### src/hw/rtl/cbp_pkg.sv
`default_nettype none
package cbp_pkg;

  // width_mode codes
  localparam logic [1:0] MODE_W4  = 2'd0;
  localparam logic [1:0] MODE_W7  = 2'd1;
  localparam logic [1:0] MODE_W13 = 2'd2;
  localparam logic [1:0] MODE_W15 = 2'd3;

  // configuration register indexes
  localparam logic [7:0] CFG_WIDTH_MODE     = 8'd0;
  localparam logic [7:0] CFG_COMPARE_ENABLE = 8'd1;

  localparam int unsigned ACC_W  = 22;
  localparam int unsigned HELD_W = 3;

  // one outgoing byte with its flags
  typedef struct packed {
    logic [7:0] packed_byte;
    logic       mismatch_seen;
    logic       run_end;
    logic       stream_end;
  } out_beat_t;

  function automatic logic [3:0] coef_width(input logic [1:0] mode);
    logic [3:0] w;
    case (mode)
      MODE_W4:  w = 4'd4;
      MODE_W7:  w = 4'd7;
      MODE_W13: w = 4'd13;
      MODE_W15: w = 4'd15;
      default:  w = 4'd7;
    endcase
    return w;
  endfunction

  function automatic logic [15:0] coef_mask(input logic [1:0] mode);
    logic [15:0] m;
    case (mode)
      MODE_W4:  m = 16'h000f;
      MODE_W7:  m = 16'h007f;
      MODE_W13: m = 16'h1fff;
      MODE_W15: m = 16'h7fff;
      default:  m = 16'h007f;
    endcase
    return m;
  endfunction

endpackage
`default_nettype wire

### src/hw/rtl/coefficient_bit_packer.sv
`default_nettype none
// Coefficient bit packer.
// Input channel (in_valid/in_ready) takes one coefficient per beat with two
// expected bytes and a final_coefficient mark. Each coefficient is cut to the
// width chosen by width_mode and appended, LSB first, to the held bits.
// Output channel (out_valid/out_ready) gives one packed byte per beat, with
// the sticky mismatch flag, run_end on the last byte of a coefficient and
// stream_end on the last byte of a final coefficient.
// Configuration channel (cfg_valid/cfg_ready) writes width_mode (index 0) and
// compare_enable (index 1); it is always ready and other indexes are ignored.
// The first byte of a coefficient is offered the cycle after it is
// accepted. A coefficient is taken whenever the two-entry output buffer is
// empty or is emptied by the beat leaving that cycle, so a coefficient that
// completes two bytes holds off the next until its first byte has left.
// The output port gives one byte per cycle while the receiver is ready.
// Reset clears held bits, mismatch flag and output buffer, and restores
// width_mode to 7 bits and compare_enable to off. When the receiver stalls
// the buffered bytes hold and in_ready drops until room is made.
module coefficient_bit_packer (
  input  wire logic        clk,
  input  wire logic        rst,
  input  wire logic        in_valid,
  output logic             in_ready,
  input  wire logic [15:0] coefficient,
  input  wire logic [7:0]  expected_first,
  input  wire logic [7:0]  expected_second,
  input  wire logic        final_coefficient,
  output logic             out_valid,
  input  wire logic        out_ready,
  output logic [7:0]       packed_byte,
  output logic             mismatch_seen,
  output logic             run_end,
  output logic             stream_end,
  input  wire logic        cfg_valid,
  output logic             cfg_ready,
  input  wire logic [7:0]  cfg_index,
  input  wire logic [7:0]  cfg_data
);
  import cbp_pkg::*;

  logic [1:0]        width_mode;
  logic              compare_enable;
  logic [6:0]        acc;
  logic [HELD_W-1:0] held;
  logic              mismatch_flag;
  out_beat_t         slot0;
  out_beat_t         slot1;
  logic [1:0]        fill;

  logic              in_fire;
  logic              out_fire;
  logic [ACC_W-1:0]  merged;
  logic [4:0]        count;
  logic [1:0]        nbytes;
  logic [7:0]        byte0;
  logic [7:0]        byte1;
  logic              mis0;
  logic              mis1;
  logic [6:0]        acc_next;
  out_beat_t         beat0;
  out_beat_t         beat1;

  assign cfg_ready = 1'b1;
  assign out_fire  = out_valid && out_ready;
  assign in_ready  = (fill == 2'd0) || ((fill == 2'd1) && out_ready);
  assign in_fire   = in_valid && in_ready;

  // merge the new coefficient above the held bits
  always_comb begin
    merged = {15'd0, acc} |
             ({6'd0, coefficient & coef_mask(width_mode)} << held);
    count  = {2'd0, held} + {1'b0, coef_width(width_mode)};
    if (count[4]) begin
      nbytes = 2'd2;
    end else if (count[3]) begin
      nbytes = 2'd1;
    end else begin
      nbytes = 2'd0;
    end
    byte0 = merged[7:0];
    byte1 = merged[15:8];
    mis0  = mismatch_flag ||
            (compare_enable && (nbytes != 2'd0) && (byte0 != expected_first));
    mis1  = mis0 ||
            (compare_enable && (nbytes == 2'd2) && (byte1 != expected_second));
    case (nbytes)
      2'd2:    acc_next = {1'b0, merged[21:16]};
      2'd1:    acc_next = merged[14:8];
      default: acc_next = merged[6:0];
    endcase
  end

  // build the outgoing beats
  always_comb begin
    beat0.packed_byte   = byte0;
    beat0.mismatch_seen = mis0;
    beat0.run_end       = (nbytes == 2'd1);
    beat0.stream_end    = (nbytes == 2'd1) && final_coefficient;
    beat1.packed_byte   = byte1;
    beat1.mismatch_seen = mis1;
    beat1.run_end       = 1'b1;
    beat1.stream_end    = final_coefficient;
  end

  // configuration registers
  always_ff @(posedge clk) begin
    if (rst) begin
      width_mode     <= MODE_W7;
      compare_enable <= 1'b0;
    end else if (cfg_valid && cfg_ready) begin
      if (cfg_index == CFG_WIDTH_MODE) begin
        width_mode <= cfg_data[1:0];
      end else if (cfg_index == CFG_COMPARE_ENABLE) begin
        compare_enable <= cfg_data[0];
      end
    end
  end

  // packing state; drop held bits and flag after a final coefficient
  always_ff @(posedge clk) begin
    if (rst) begin
      acc           <= '0;
      held          <= '0;
      mismatch_flag <= 1'b0;
    end else if (in_fire) begin
      if (final_coefficient) begin
        acc           <= '0;
        held          <= '0;
        mismatch_flag <= 1'b0;
      end else begin
        acc           <= acc_next;
        held          <= count[HELD_W-1:0];
        mismatch_flag <= mis1;
      end
    end
  end

  // two-entry output buffer: advance on a beat out, load on a beat in
  always_ff @(posedge clk) begin
    if (rst) begin
      fill <= 2'd0;
    end else if (in_fire) begin
      fill <= nbytes;
    end else if (out_fire) begin
      fill <= fill - 2'd1;
    end
  end

  always_ff @(posedge clk) begin
    if (in_fire) begin
      slot0 <= beat0;
      slot1 <= beat1;
    end else if (out_fire) begin
      slot0 <= slot1;
    end
  end

  assign out_valid     = (fill != 2'd0);
  assign packed_byte   = slot0.packed_byte;
  assign mismatch_seen = slot0.mismatch_seen;
  assign run_end       = slot0.run_end;
  assign stream_end    = slot0.stream_end;

endmodule
`default_nettype wire
### config.mk
export PLATFORM = sky130hd
export DESIGN_NAME = coefficient_bit_packer
export DESIGN_NICKNAME = d
export VERILOG_FILES = /design/src/hw/rtl/cbp_pkg.sv /design/src/hw/rtl/coefficient_bit_packer.sv
export SDC_FILE = /design/constraint.sdc
export NUM_CORES = 1
export LEC_CHECK = 0
export ABC_AREA = 1
export BUFFER_PORTS_ARGS = -buffer_cell sky130_fd_sc_hd__buf_2
export CORE_AREA = 2 2 85 87
export CTS_BUF_LIST = sky130_fd_sc_hd__clkbuf_8
export CTS_CLUSTER_SIZE = 10
export DETAILED_ROUTE_END_ITERATION = 8
export DIE_AREA = 0 0 87 89
export GPL_ROUTABILITY_DRIVEN = 0
export GPL_TIMING_DRIVEN = 0
export PLACE_DENSITY = 0.67
export SLEW_MARGIN = 20
export SYNTH_ARGS = -nofsm -noshare
export SYNTH_HDL_FRONTEND = slang
export SYNTH_SLANG_ARGS = --single-unit
### constraint.sdc
create_clock -name clk -period 2.7 [get_ports clk]
set_input_delay 0.135 -clock clk [delete_from_list [all_inputs] [get_ports clk]]
set_output_delay 0.135 -clock clk [all_outputs]
set_load 0.05 [all_outputs]
==> impl_metrics.ini <==
[run_status]
outcome = finished, final reports clean

[layout]
layout.nets = 545
final_cell_mix = nand2_1, buf_2, nand3_1
drive_above_1_share_pct = 29.2
area_delta_synth_final_pct = 16.8
layout_commonest_cell = nand2_1
num-fill-cells = 686
diodes = 0

[synthesis]
synthMuxAreaShare_pct = 0
synth_area_um2 = 3000
synth_seq_cells = 37
yosys.area_share.simple_pct = 44.1
syn_avg_cell_area_um2 = 7.14
synth_compound_area_share_pct = 10.5
synth_top_family_by_area = simple AND/OR/NAND/NOR gates
yosysTopAreaCell = edfxtp_1
synth_nets = 479
synth.area.top_cells = edfxtp_1, nand2_1, dfxtp_1
yosysSeqAreaShare_pct = 31.7
synthXorXnorAreaFrac_pct = 0.292
syn_inst = 420
synth_top_area_share_pct = 21.0
synth-warning-count = 0
yosysUniqueCellTypes = 38
synth_fa_ha_area_share_pct = 2.34

[setup_path]
critPathBufInv = 5
path_class = reg -> reg
critical_path.most_common_cell = inv_1
crit_required_ps = 2710
cpPeakStageDelay_ps = 360
critPathMaxFanout = 8
cp_cell_sequence = buf_6, inv_4, nand2_4, ha_1, fa_1, inv_1, a21oi_2, nor2_2, inv_1, nand2_1, inv_1, nand2_1, a31oi_1
cp.arrival_ps = 2460
crit_family = adder cells
startpoint_type = flip-flop
worst-r2r-setup-slack_ps = 250
r2r_cells = 13
cp_slowest_cell = fa_1
endpoint_kind = flip-flop
rr_startpoint = width_mode[1]
rr_endpoint = mismatch_seen

[cts]
clock_latency_ps = 290
cts-resized-gates = 0
cts_tree = yes
htree_num_levels = 2
cts-root-buf = clkbuf_8
clockBufferDepth = 2
post_cts_buffers = 0
cts_sinks = 37
clk_pin_slew_ps = 70
holdBufCountCts = 0
cts_made_buffers = 5

[power]
power.density_nw_per_um2 = 888
leakagePower_uw = 0.00167
finalPower_uw = 3110
irDropWorstVdd_mv = 0.242

[sta]
rsz0062_at_grt = no
final-max-slew-violation-count = 0
skew_ps = 1.95
worstMarginPinSlew_ps = 925
finalHoldViolCount = 0
final.setup.tns_ps = 0
relSlewSlack_pct = 38.3
setup_viol = 0
post-route-period-util_pct = 90.7
max_freq_ghz = 0.408
fin_crit_ps = 2450

[drt]
drtPass1Iterations = 5
post_drt_wl_per_cell_um = 14.4
drc_errors = 0
vias = 3065
finalWirelength_mm = 8.17
viasPerCell = 5.41
drtIter0Drc = 209
ant_nets = 0

[hold_path]
holdPathStages = 2
holdPathEnd = acc[2]
hold_class = in -> reg
hold_start = rst

[grt]
grt_pass1_vias = 2815
grt_pass1_wl_mm = 13.2
grt_max_degree = 20
antenna_found_initial = 0
grtUsageTotal_pct = 21.7
grt_overflow = 0

[die]
row_count = 30
initial_core_util_pct = 44.6
die_h_um = 89
core_um2 = 6720
dieWidth_um = 87
num_io_pins = 68
die_area_um2 = 7740

[place]
portBuffers = 59
dp_hpwl_mm = 6.38

[flow_run]
cap_violations = 0
## worst max-delay path by stage
| stage | start | end | slack [ps] | depth (start not counted) |
|---|---|---|---|---|
| detailed placement | width_mode[1] | mismatch_seen | 130 | 13 |
| global route | width_mode[1] | mismatch_seen | 60 | 13 |
| finish | width_mode[1] | mismatch_seen | 250 | 13 |
| CTS | width_mode[1] | mismatch_seen | 110 | 13 |
| global placement | width_mode[1] | mismatch_seen | 150 | 13 |
| floorplan | fill[0] | packed_byte[4] | 320 | 8 |
## cells in the mapped netlist
master         instances
nand2_1              132
nand3_1               46
inv_1                 38
nand3_2               32
edfxtp_1              21
a21oi_1               20
nor2_1                18
dfxtp_1               16
nand2_2               14
o21ai_0               10
a31oi_1                7
buf_6                  6
inv_2                  6
nand3b_1               6
o211ai_1               5
buf_4                  4
ha_1                   4
nor2_2                 4
o221ai_1               4
buf_2                  3
clkbuf_1               3
a21oi_2                2
inv_4                  2
nand4_1                2
o21ai_1                2
a31oi_2                1
and3_1                 1
and3b_1                1
buf_1                  1
buf_8                  1
conb_1                 1
dlygate4sd1_1          1
fa_1                   1
nand2_4                1
nor3_1                 1
o21bai_1               1
or3_1                  1
xor2_1                 1
## cell type report
class	count	area, µm²	area share (%)
multi-input combinational	318	1720	49.1
sequential	37	951	27.2
timing repair buffer	59	295	8.43
inverter	46	178	5.07
buffer	19	151	4.32
tap	80	100	2.86
clock buffer	5	68.8	1.96
clock inverter	3	37.5	1.07
## cell families (layout without fill, tap and decap cells)
kind of cell,count (synthesis),in the layout
AOI/OAI and AO/OA,52,52
and+or+nand+nor,259,259
other,1,1
xor gates and xnor gates,1,1
adders and majority gates,5,5
DFF,37,37
buffers and inverters,65,132
## flip-flops by register name, summed over array words and instances, names as in the netlist
signal	count
slot1	10
packed_byte	8
acc	7
held	3
fill	2
width_mode	2
compare_enable	1
mismatch_flag	1
mismatch_seen	1
run_end	1
stream_end	1
## per-stage QoR
stage,worst slack [ps],area (µm²),instances,hold WS [ps],util [%]
floorplan,320,3000,420,204,-
global placement,155,3390,559,347,50.5
detailed placement,126,3390,559,347,50.5
CTS,110,3500,567,42.4,52.1
global route,60.3,3500,567,45.2,52.1
finish,250,3500,567,41.6,52.1
## where the power goes
group	internal (µW)	leakage (µW)	total, µW	switching [µW]
sequential	846	0.000335	902	56.0
combinational	473	0.00128	1740	1270
clock	269	0.0000570	469	200
## routing by layer
| layer | share of wire, % | global-route usage [%] | vias up |
|---|---|---|---|
| met3 | 8.7 | 3.88 | 13 |
| met5 | 0 | 0 | - |
| met1 | 43 | 28.7 | 1378 |
| met2 | 47 | 36.2 | 142 |
| met4 | 1.4 | 6.82 | 0 |
| li1 | - | - | 1532 |
No activity file was read; power rests on OpenSTA's default activity.
